<file path="src/rtl/brl_pkg.sv">
// shared constants and types for the bresenham line rasterizer
`timescale 1ns / 1ps

package brl_pkg;

   // width of every coordinate field on the ports
   localparam int FIELD_BITS = 6;
   // default number of coordinate bits actually used
   localparam int COORD_BITS_DEF = 6;
   // width of the color field
   localparam int COLOR_BITS = 32;

   // sequencer states, one-hot
   typedef enum logic [2:0] {
      ST_IDLE  = 3'b001,
      ST_SETUP = 3'b010,
      ST_DRAW  = 3'b100
   } state_type;

endpackage

</file>
<file path="src/rtl/bresenham_line_raster.sv">
// bresenham line rasterizer: one line command in, one beat per pixel out
`timescale 1ns / 1ps

// A line command (two endpoints and a color) is taken when req_valid and
// req_ready are both high; the block then answers with one rsp beat per
// pixel of the integer Bresenham line between the endpoints, in drawing
// order, every beat carrying the command's color and the final beat having
// rsp_last_pixel set. Endpoints are reordered so that x never decreases,
// and only the low COORD_BITS bits of each coordinate are used (the output
// coordinates are zero-extended to the port width). The command is captured
// in the accept cycle, the setup state works out the deltas and the initial
// error term, then one pixel leaves per cycle as long as rsp_ready stays
// high, so a line whose longer axis spans N steps gives N + 1 pixels.
// The pixel rate is set by the single error-term adder that the sequencer
// reuses on every step. req_ready is high only while no line is being
// drawn; the last pixel may still sit in the output register when the next
// command is taken.
module bresenham_line_raster
   import brl_pkg::*;
#(
   parameter int COORD_BITS = COORD_BITS_DEF
) (
   input  logic                  clock,
   input  logic                  reset,
   // command channel
   input  logic                  req_valid,
   output logic                  req_ready,
   input  logic [FIELD_BITS-1:0] req_start_x,
   input  logic [FIELD_BITS-1:0] req_start_y,
   input  logic [FIELD_BITS-1:0] req_end_x,
   input  logic [FIELD_BITS-1:0] req_end_y,
   input  logic [COLOR_BITS-1:0] req_line_color,
   // pixel channel
   output logic                  rsp_valid,
   input  logic                  rsp_ready,
   output logic [FIELD_BITS-1:0] rsp_pixel_x,
   output logic [FIELD_BITS-1:0] rsp_pixel_y,
   output logic [COLOR_BITS-1:0] rsp_pixel_color,
   output logic                  rsp_last_pixel
);

   // error term needs sign plus room for twice a delta plus margin
   localparam int ERR_BITS = COORD_BITS + 3;

   typedef logic [COORD_BITS-1:0]      coord_type;
   typedef logic signed [ERR_BITS-1:0] err_type;

   // sequencer
   state_type state_ff, state_in;

   // endpoints after ordering, captured on accept
   coord_type x1_ff, y1_ff, x2_ff, y2_ff;
   coord_type x1_in, y1_in, x2_in, y2_in;
   logic [COLOR_BITS-1:0] color_ff, color_in;

   // walking state
   coord_type cur_x_ff, cur_x_in;
   coord_type cur_y_ff, cur_y_in;
   coord_type remain_ff, remain_in;
   err_type   err_ff, err_in;
   err_type   inc_keep_ff, inc_keep_in;   // added when error is negative
   err_type   inc_move_ff, inc_move_in;   // added when minor axis moves
   logic      steep_ff, steep_in;
   logic      down_ff, down_in;

   // output register, color kept apart so a new command cannot disturb it
   logic      rsp_valid_ff, rsp_valid_in;
   coord_type px_ff, px_in;
   coord_type py_ff, py_in;
   logic [COLOR_BITS-1:0] pcolor_ff, pcolor_in;
   logic      last_ff, last_in;

   // setup arithmetic
   coord_type dx, ady, maj, mnr;
   logic      neg_dy, steep;

   // shared step logic
   logic      accept, load, move_minor;
   err_type   err_add;

   assign req_ready = (state_ff == ST_IDLE);
   assign accept    = req_valid && req_ready;
   assign load      = (state_ff == ST_DRAW) && (!rsp_valid_ff || rsp_ready);

   // deltas and octant from the ordered endpoints
   always_comb begin
      dx     = x2_ff - x1_ff;
      neg_dy = (y1_ff > y2_ff);
      ady    = neg_dy ? (y1_ff - y2_ff) : (y2_ff - y1_ff);
      steep  = (dx < ady);
      maj    = steep ? ady : dx;
      mnr    = steep ? dx : ady;
   end

   // the one error-term adder, minor axis moves on zero as well
   assign move_minor = !err_ff[ERR_BITS-1];
   assign err_add    = err_ff + (move_minor ? inc_move_ff : inc_keep_ff);

   always_comb begin
      state_in     = state_ff;
      x1_in        = x1_ff;
      y1_in        = y1_ff;
      x2_in        = x2_ff;
      y2_in        = y2_ff;
      color_in     = color_ff;
      cur_x_in     = cur_x_ff;
      cur_y_in     = cur_y_ff;
      remain_in    = remain_ff;
      err_in       = err_ff;
      inc_keep_in  = inc_keep_ff;
      inc_move_in  = inc_move_ff;
      steep_in     = steep_ff;
      down_in      = down_ff;
      rsp_valid_in = rsp_valid_ff;
      px_in        = px_ff;
      py_in        = py_ff;
      pcolor_in    = pcolor_ff;
      last_in      = last_ff;

      if (rsp_valid_ff && rsp_ready) begin
         rsp_valid_in = 1'b0;
      end

      case (state_ff)
         ST_IDLE: begin
            if (accept) begin
               // swap whenever the line runs right to left
               if (req_start_x[COORD_BITS-1:0] > req_end_x[COORD_BITS-1:0]) begin
                  x1_in = req_end_x[COORD_BITS-1:0];
                  y1_in = req_end_y[COORD_BITS-1:0];
                  x2_in = req_start_x[COORD_BITS-1:0];
                  y2_in = req_start_y[COORD_BITS-1:0];
               end else begin
                  x1_in = req_start_x[COORD_BITS-1:0];
                  y1_in = req_start_y[COORD_BITS-1:0];
                  x2_in = req_end_x[COORD_BITS-1:0];
                  y2_in = req_end_y[COORD_BITS-1:0];
               end
               color_in = req_line_color;
               state_in = ST_SETUP;
            end
         end
         ST_SETUP: begin
            cur_x_in    = x1_ff;
            cur_y_in    = y1_ff;
            remain_in   = maj;
            steep_in    = steep;
            down_in     = neg_dy;
            inc_keep_in = ERR_BITS'(mnr) <<< 1;
            inc_move_in = (ERR_BITS'(mnr) - ERR_BITS'(maj)) <<< 1;
            err_in      = (ERR_BITS'(mnr) <<< 1) - ERR_BITS'(maj);
            state_in    = ST_DRAW;
         end
         ST_DRAW: begin
            if (load) begin
               rsp_valid_in = 1'b1;
               px_in        = cur_x_ff;
               py_in        = cur_y_ff;
               pcolor_in    = color_ff;
               last_in      = (remain_ff == '0);
               err_in       = err_add;
               remain_in    = remain_ff - 1'b1;
               if (steep_ff) begin
                  cur_y_in = down_ff ? cur_y_ff - 1'b1 : cur_y_ff + 1'b1;
                  if (move_minor) begin
                     cur_x_in = cur_x_ff + 1'b1;
                  end
               end else begin
                  cur_x_in = cur_x_ff + 1'b1;
                  if (move_minor) begin
                     cur_y_in = down_ff ? cur_y_ff - 1'b1 : cur_y_ff + 1'b1;
                  end
               end
               if (remain_ff == '0) begin
                  state_in = ST_IDLE;
               end
            end
         end
         default: begin
            state_in = ST_IDLE;
         end
      endcase
   end

   // control state
   always_ff @(posedge clock) begin
      if (reset) begin
         state_ff     <= ST_IDLE;
         rsp_valid_ff <= 1'b0;
      end else begin
         state_ff     <= state_in;
         rsp_valid_ff <= rsp_valid_in;
      end
   end

   // datapath
   always_ff @(posedge clock) begin
      x1_ff       <= x1_in;
      y1_ff       <= y1_in;
      x2_ff       <= x2_in;
      y2_ff       <= y2_in;
      color_ff    <= color_in;
      cur_x_ff    <= cur_x_in;
      cur_y_ff    <= cur_y_in;
      remain_ff   <= remain_in;
      err_ff      <= err_in;
      inc_keep_ff <= inc_keep_in;
      inc_move_ff <= inc_move_in;
      steep_ff    <= steep_in;
      down_ff     <= down_in;
      px_ff       <= px_in;
      py_ff       <= py_in;
      pcolor_ff   <= pcolor_in;
      last_ff     <= last_in;
   end

   assign rsp_valid       = rsp_valid_ff;
   assign rsp_pixel_x     = FIELD_BITS'(px_ff);
   assign rsp_pixel_y     = FIELD_BITS'(py_ff);
   assign rsp_pixel_color = pcolor_ff;
   assign rsp_last_pixel  = last_ff;

   // sequencer stays one-hot
   assert property (@(posedge clock) disable iff (reset) $onehot(state_ff))
      else $error("sequencer state not one-hot");

   // a taken command always moves to the setup state, and setup to draw
   assert property (@(posedge clock) disable iff (reset)
      accept |=> (state_ff == ST_SETUP))
      else $error("command accept not followed by setup");

   assert property (@(posedge clock) disable iff (reset)
      (state_ff == ST_SETUP) |=> (state_ff == ST_DRAW))
      else $error("setup not followed by draw");

   // a stalled pixel beat stays valid with its payload unchanged
   assert property (@(posedge clock) disable iff (reset)
      (rsp_valid && !rsp_ready) |=> (rsp_valid && $stable(rsp_pixel_x)
         && $stable(rsp_pixel_y) && $stable(rsp_pixel_color)
         && $stable(rsp_last_pixel)))
      else $error("pixel beat changed while stalled");

   // no new command while a line is still being walked
   assert property (@(posedge clock) disable iff (reset)
      (state_ff != ST_IDLE) |-> !req_ready)
      else $error("ready raised during a line");

endmodule

</file>
<file path="config.mk">
export PLATFORM = sky130hd
export DESIGN_NAME = bresenham_line_raster
export DESIGN_NICKNAME = d
export VERILOG_FILES = /design/src/rtl/brl_pkg.sv /design/src/rtl/bresenham_line_raster.sv
export SDC_FILE = /design/constraint.sdc
export NUM_CORES = 1
export LEC_CHECK = 0
export BUFFER_PORTS_ARGS = -buffer_cell sky130_fd_sc_hd__clkbuf_2
export CELL_PAD_IN_SITES_DETAIL_PLACEMENT = 2
export CELL_PAD_IN_SITES_GLOBAL_PLACEMENT = 2
export CORE_UTILIZATION = 39
export CTS_BUF_LIST = sky130_fd_sc_hd__clkbuf_16
export DETAILED_ROUTE_END_ITERATION = 10
export GPL_TIMING_DRIVEN = 0
export PLACE_DENSITY = 0.78
export RECOVER_POWER = 25
export REMOVE_ABC_BUFFERS = 1
export SYNTH_ARGS = -nofsm -noshare
export SYNTH_HDL_FRONTEND = slang
export SYNTH_SLANG_ARGS = --single-unit
</file>
<file path="constraint.sdc">
create_clock -name clock -period 6.9 [get_ports clock]
set_input_delay 1.38 -clock clock [delete_from_list [all_inputs] [get_ports clock]]
set_output_delay 1.38 -clock clock [all_outputs]
set_load 0.005 [all_outputs]
</file>
=== After elaboration in Yosys (flattened, before gate mapping) ===
Cells that the tools add are included.

* Add/subtract/negate cells: 10
* Magnitude comparators: 3
* Equal/unequal tests: 8
* Muxes and demuxes: 28
* Reductions and logical operators: 13

{| class="wikitable"
|+ Operator list
! kind !! count
|-
| $mux W6 || 15
|-
| $pmux W6 S2 || 3
|-
| $mux W9 || 2
|-
| $pmux W9 S2 || 1
|-
| $sub A6 B6 Y6 || 3
|-
| $add A6 B1 Y6 const B || 2
|-
| $gt A6 B6 Y1 || 2
|-
| $sub A6 B1 Y6 const B || 2
|-
| $add A9 B9 Y9 || 1
|-
| $mux W3 || 3
|-
| $pmux W3 S3 || 1
|-
| $reduce_and A3 Y1 || 3
|-
| $sub A7 B6 Y8 || 1
|-
| $sub A6 B6 Y7 || 1
|-
| $logic_not A6 Y1 || 1
|-
| $lt A6 B6 Y1 || 1
|-
| $ne A3 B3 Y1 const B || 2
|-
| $reduce_and A2 Y1 || 3
|-
| $ne A2 B1 Y1 const B || 2
|-
| $eq A3 B1 Y1 const B || 1
|-
| $eq A3 B2 Y1 const B || 1
|-
| $eq A3 B3 Y1 const B || 1
|-
| $logic_and A1 B1 Y1 || 3
|-
| $mux W1 || 3
|-
| other kinds (4) || 4
|}

* Register bits: 148
* Input bits: 60
* Output and inout bits: 47
* Logic and storage cells: 81

=== Depth between registers and ports, before layout ===
* Word-level depth: 6
* Mapped depth: 27
* Depth with buffers taken out: 26

=== Worst setup path after synthesis ===
OpenSTA, ideal clock, no wires.

* Kind: reg2reg
* From: register y1_ff[0]
* To: register err_ff[6], data pin
* Library setup time: 269 ps
* Arrival time: 5153 ps
* Data required time: 6631 ps
* Setup slack: 1478 ps
* Stages on the path, launching flop included: 28
* Buffers on the path: 1
* Clock period less this slack: 5422 ps
* Cell sequence: edfxtp_1 > inv_1 > ha_1 > fa_1 > nand3b_1 > nand2_2 > a41oi_4 > mux2i_1 > o21ai_1 > xor2_1 > inv_1 > ha_1 > and2_1 > o2111ai_1 > nand3_2 > clkinv_1 > buf_1 > nand2_1 > nand2_1 > fa_1 > a21o_1 > a21oi_1 > inv_1 > maj3_1 > a31oi_1 > o21ai_1 > xor2_1 > a21oi_1

* Word-level cells in the longest chain between the ends: 6
* Elaborated cells between the ends (all ways): 9
* Classes of those cells: add/sub: 3; order compare: 2; mux: 4

{| class="wikitable"
|+ Ends and longest elaborated chain
! what !! line !! RTL
|-
| start: declaration || bresenham_line_raster.sv:52 || <nowiki>coord_type x1_ff, y1_ff, x2_ff, y2_ff;</nowiki>
|-
| start signal: assignment || bresenham_line_raster.sv:199 || <nowiki>y1_ff <= y1_in;</nowiki>
|-
| $sub A6 B6 Y6 / $gt A6 B6 Y1 (equally long branches) || bresenham_line_raster.sv:89, bresenham_line_raster.sv:88 ||
|-
| $mux W6 * || bresenham_line_raster.sv:89 || <nowiki>ady = neg_dy ? (y1_ff - y2_ff) : (y2_ff - y1_ff);</nowiki>
|-
| $lt A6 B6 Y1 * || bresenham_line_raster.sv:90 || <nowiki>steep = (dx < ady);</nowiki>
|-
| named net steep || bresenham_line_raster.sv:75 || <nowiki>logic neg_dy, steep;</nowiki>
|-
| $mux W6, on equally long branches || bresenham_line_raster.sv:92, bresenham_line_raster.sv:91 ||
|-
| $sub A7 B6 Y8 * || bresenham_line_raster.sv:151 || <nowiki>err_in = (ERR_BITS'(mnr) <<< 1) - ERR_BITS'(maj);</nowiki>
|-
| $pmux W9 S2 * || bresenham_line_raster.sv:124 || <nowiki>case (state_ff)</nowiki>
|-
| named net err_in[6] || bresenham_line_raster.sv:60 || <nowiki>err_type err_ff, err_in;</nowiki>
|-
| end signal: assignment || bresenham_line_raster.sv:206 || <nowiki>err_ff <= err_in;</nowiki>
|-
| end: declaration || bresenham_line_raster.sv:60 ||
|}

Mark *: on every way through the listed nets, which the timed path passes. The rest lies on a longest branch.
A chain may end at the register's enable or synchronous reset.

=== Worst setup path after layout ===
* From: register y1_ff[2]
* To: register err_ff[6], data pin

* Word-level cells in the longest chain between the ends: 6
* Elaborated cells between the ends (all ways): 9
* Classes of those cells: add/sub: 3; order compare: 2; mux: 4

{| class="wikitable"
|+ Ends and longest elaborated chain
! what !! line !! RTL
|-
| $sub A6 B6 Y6 / $gt A6 B6 Y1 (equally long branches) || bresenham_line_raster.sv:89, bresenham_line_raster.sv:88 ||
|-
| $mux W6 * || bresenham_line_raster.sv:89 ||
|-
| $lt A6 B6 Y1 || bresenham_line_raster.sv:90 ||
|-
| $mux W6 * || bresenham_line_raster.sv:92 || <nowiki>mnr = steep ? dx : ady;</nowiki>
|-
| named net mnr[0] || bresenham_line_raster.sv:74 || <nowiki>coord_type dx, ady, maj, mnr;</nowiki>
|-
| $sub A7 B6 Y8 * || bresenham_line_raster.sv:151 ||
|-
| $pmux W9 S2 * || bresenham_line_raster.sv:124 ||
|-
| named net err_in[6] || bresenham_line_raster.sv:60 ||
|}

Marks and branches as above.

==> flow_summary.json <==
{
  "fillers": 1804,
  "syn_inst": 575,
  "p_leak_nw": 3.625,
  "critPathSlowestCell": "ha_1",
  "post_dp_cell_area_um2": 8205,
  "cts_root_buf": "clkbuf_16",
  "path_clk_slew_ns": 0.07,
  "fin_total_pwr_mw": 3.699,
  "async_flop_share": 0,
  "design_area_um2": 8852,
  "period_share": 0.9179,
  "cpPeakStageDelay_ns": 0.54,
  "routed_via_density": 5.350,
  "p_clk_frac": 0.255,
  "rows": 49,
  "placedCellCount": 899,
  "io_pins": 107,
  "fp.dieW_um": 139.7,
  "die_h_um": 139.7,
  "synth_seq_area_share": 0.5878,
  "grt_max_degree": 36,
  "synth_area_um2": 7391,
  "syn_area_per_cell_um2": 12.85,
  "internal_power_mw": 2.293,
  "hold_buffers": 0,
  "layout-drive-gt1-share": 0.2621,
  "holdWs_ns": 0.4200,
  "reg2regPathDepth": 24,
  "numCtsBuffers": 17,
  "setup_tns_ns": 0,
  "cpMostUsedCell": "inv_1",
  "cp_max_fo": 17,
  "finalSetupViolCount": 0,
  "antenna_found_initial": 0,
  "drt-pass1-iter-count": 4,
  "ys_warn_count": 0,
  "power.density_nw_per_um2": 417.9,
  "initialDrtViolationCount": 219,
  "clk_latency_ns": 0.42,
  "coreArea_um2": 18270,
  "worstReg2RegStart": "y1_ff[2]$_DFFE_PP_",
  "fmax_mhz": 157.9,
  "maxCapViolCount": 0,
  "port_buffers": 106,
  "synth_cell_type_count": 56,
  "slew-limit-headroom": 0.1044,
  "grt_pass1_wl_um": 32640,
  "worst_pin_slew_ns": 1.341,
  "layout.nets": 804,
  "h-tree-depth": 4,
  "area_delta_synth_final_pct": 19.77,
  "rr_endpoint": "err_ff[6]$_DFFE_PP_",
  "grt_overflow_total": 0,
  "slew_violations": 0,
  "cts_tree": "done",
  "reg2reg_slack_ns": 0.57,
  "cts_buffer_depth": 2,
  "wl_per_cell_um": 22.60,
  "cp_cell_sequence": "inv_1 > ha_1 > nand4_4 > o21a_4 > a41oi_4 > mux2i_1 > o21ai_1 > xor2_2 > inv_1 > ha_1 > and2_1 > o2111ai_1 > nand3_4 > inv_4 > mux2i_1 > fa_1 > a21o_1 > a21oi_1 > inv_1 > maj3_1 > a31oi_1 > o21ai_1 > xor2_1 > a21oi_1",
  "yosys_most_used_dff": "edfxtp_1",
  "grt_pass1_vias": 5700,
  "post_cts.repair.setup_buffers": 0,
  "initial_core_util": 0.4045,
  "cp-startpoint": "y1_ff[2]$_DFFE_PP_",
  "cp-end-kind": "flip-flop",
  "vdd_ir_drop_max_uv": 198.9,
  "netSwitchingPower_mw": 1.406,
  "drc": 0,
  "routabilityCongestion": 0.8137,
  "finalHoldViolations": 0,
  "die-area_um2": 19500,
  "worstSetupPathType": "reg -> reg",
  "worstPathBufferInverterCount": 4,
  "worstPathRequired_ns": 7.07,
  "synth-edff-count": 142,
  "worstSetupEndpoint": "err_ff[6]$_DFFE_PP_",
  "rsz0062_at_grt": "no",
  "status": "complete, no violations",
  "fin_skew_ns": 0.007904,
  "cp.arrival_ns": 6.50,
  "antenna_cells": 0,
  "min_period_ns": 6.333,
  "p_seq_frac": 0.316,
  "dp_hpwl_um": 15130,
  "wl_um": 21040,
  "crit_family": "adder cells",
  "p_comb_frac": 0.429,
  "clock_sinks": 146,
  "crit_cells": 24,
  "grtUsageTotal": 0.2247,
  "fin_cells": 931,
  "swShare": 0.3801,
  "ys_ff_latch": 146,
  "antenna_left": 0,
  "vias": 4981,
  "hold_class": "reg -> reg",
  "start_kind": "flip-flop"
}
==> power groups by stage <==
stage | combinational [mW] | sequential, mW | clock [mW]
floorplan | 1.08 | 1.18 | 0
global placement | 1.36 | 1.18 | 0
finish | 1.59 | 1.17 | 0.943
detailed placement | 1.48 | 1.19 | 0
CTS | 1.55 | 1.17 | 0.959
global route | 1.76 | 1.17 | 0.991
==> metal layers <==
metal,track usage,vias up,wire length [um],share of wire
met5,0,-,0,0
met4,0.08097,0,325,0.015
met3,0.03613,24,579,0.028
met2,0.4253,100,11850,0.56
met1,0.2534,2544,8284,0.39
li1,-,2313,-,-
==> cell type report <==
class	count	area, um2	area share
Sequential cell	146	4344	0.4907
Multi-Input combinational cell	364	2814	0.3179
Timing Repair Buffer	111	624.3	0.07053
Clock buffer	17	425.4	0.04806
Tap cell	229	286.5	0.03237
Inverter	50	190.2	0.02148
Clock inverter	14	167.7	0.01894
==> flip-flops by register name (all words and copies together) (netlist names), 3 cells and up <==
name	count
rsp_pixel_color	32
rsp_pixel_y	6
x2_ff	6
color_ff	32
inc_move_ff	7
err_ff	8
rsp_pixel_x	6
inc_keep_ff	6
x1_ff	6
cur_x_ff	6
cur_y_ff	6
y1_ff	6
y2_ff	6
state_ff	3
remain_ff	6
==> worst register-to-register path, delay by kind of cell (launching register included) <==
family,cells,cell delay [ns]
DFF,1,0.37
adders and majority gates,4,1.79
muxes,2,0.52
buffers and inverters,4,0.54
xor gates and xnor gates,2,0.40
AOI/OAI and AO/OA,9,1.66
and+or+nand+nor,3,0.79
==> cells in the final DEF, fill, tap and decap left out, types with 9 or more instances in the layout <==
master     count
mux2_2        26
inv_1         49
nand3_1        9
ha_1          47
xor2_1        13
o21ai_0       34
edfxtp_1     142
clkbuf_2     103
nor2_1        23
nor2b_1        9
nand2_1       51
a21oi_1       35
clkbuf_16     17
xnor2_1       21
a21o_1        13
==> kinds of logic (layout without fill, tap and decap cells) <==
family	after synthesis	count (layout)	synth area share
flops	146	146	0.5878
mux	36	36	0.05383
buf+inv	65	192	0.03707
fa+ha+maj	56	56	0.1002
simple gates	120	120	0.07737
xor+xnor	36	36	0.04368
compound gates	116	116	0.1001
==> synthesized netlist by cell type, types with 4 or more instances <==
| cell | count | area share |
|---|---|---|
| a21o_1 | 13 | 0.013 |
| a21oi_1 | 36 | 0.024 |
| clkbuf_1 | 9 | 0.0046 |
| dfxtp_1 | 4 | 0.011 |
| edfxtp_1 | 142 | 0.58 |
| fa_1 | 6 | 0.016 |
| ha_1 | 48 | 0.081 |
| inv_1 | 49 | 0.025 |
| mux2_2 | 26 | 0.040 |
| mux2i_1 | 9 | 0.012 |
| nand2_1 | 51 | 0.026 |
| nand2b_1 | 8 | 0.0068 |
| nand3_1 | 9 | 0.0061 |
| nor2_1 | 23 | 0.012 |
| nor2b_1 | 9 | 0.0076 |
| nor3_1 | 5 | 0.0034 |
| o21a_1 | 4 | 0.0041 |
| o21ai_0 | 34 | 0.023 |
| xnor2_1 | 21 | 0.025 |
| xor2_1 | 14 | 0.017 |
==> through the flow <==
step                setup WS [ns]    util
detailed placement        0.05466  0.4491
global route               0.1140  0.4845
finish                     0.5668  0.4845
global placement           0.2762  0.4445
floorplan                   1.289       -
CTS                        0.1440  0.4816
==> worst min-delay path by stage <==
stage,start,to,slack (ns),depth (start not counted)
4_1_cts,color_ff[3]$_DFFE_PP_,rsp_pixel_color[3]$_DFFE_PP_,0.42,0
2_1_floorplan,color_ff[0]$_DFFE_PP_,rsp_pixel_color[0]$_DFFE_PP_,0.40,0
6_report,color_ff[3]$_DFFE_PP_,rsp_pixel_color[3]$_DFFE_PP_,0.42,0
3_5_place_dp,color_ff[3]$_DFFE_PP_,rsp_pixel_color[3]$_DFFE_PP_,0.41,0
5_1_grt,color_ff[2]$_DFFE_PP_,rsp_pixel_color[2]$_DFFE_PP_,0.44,0
3_3_place_gp,color_ff[3]$_DFFE_PP_,rsp_pixel_color[3]$_DFFE_PP_,0.40,0
==> timing repair <==
item | 4_1_cts | 5_1_grt
gates resized for setup | 1 | 7
pin swaps | 0 | 0
setup endpoints to repair | 3 | 4
(Power assumes the default switching activity.)
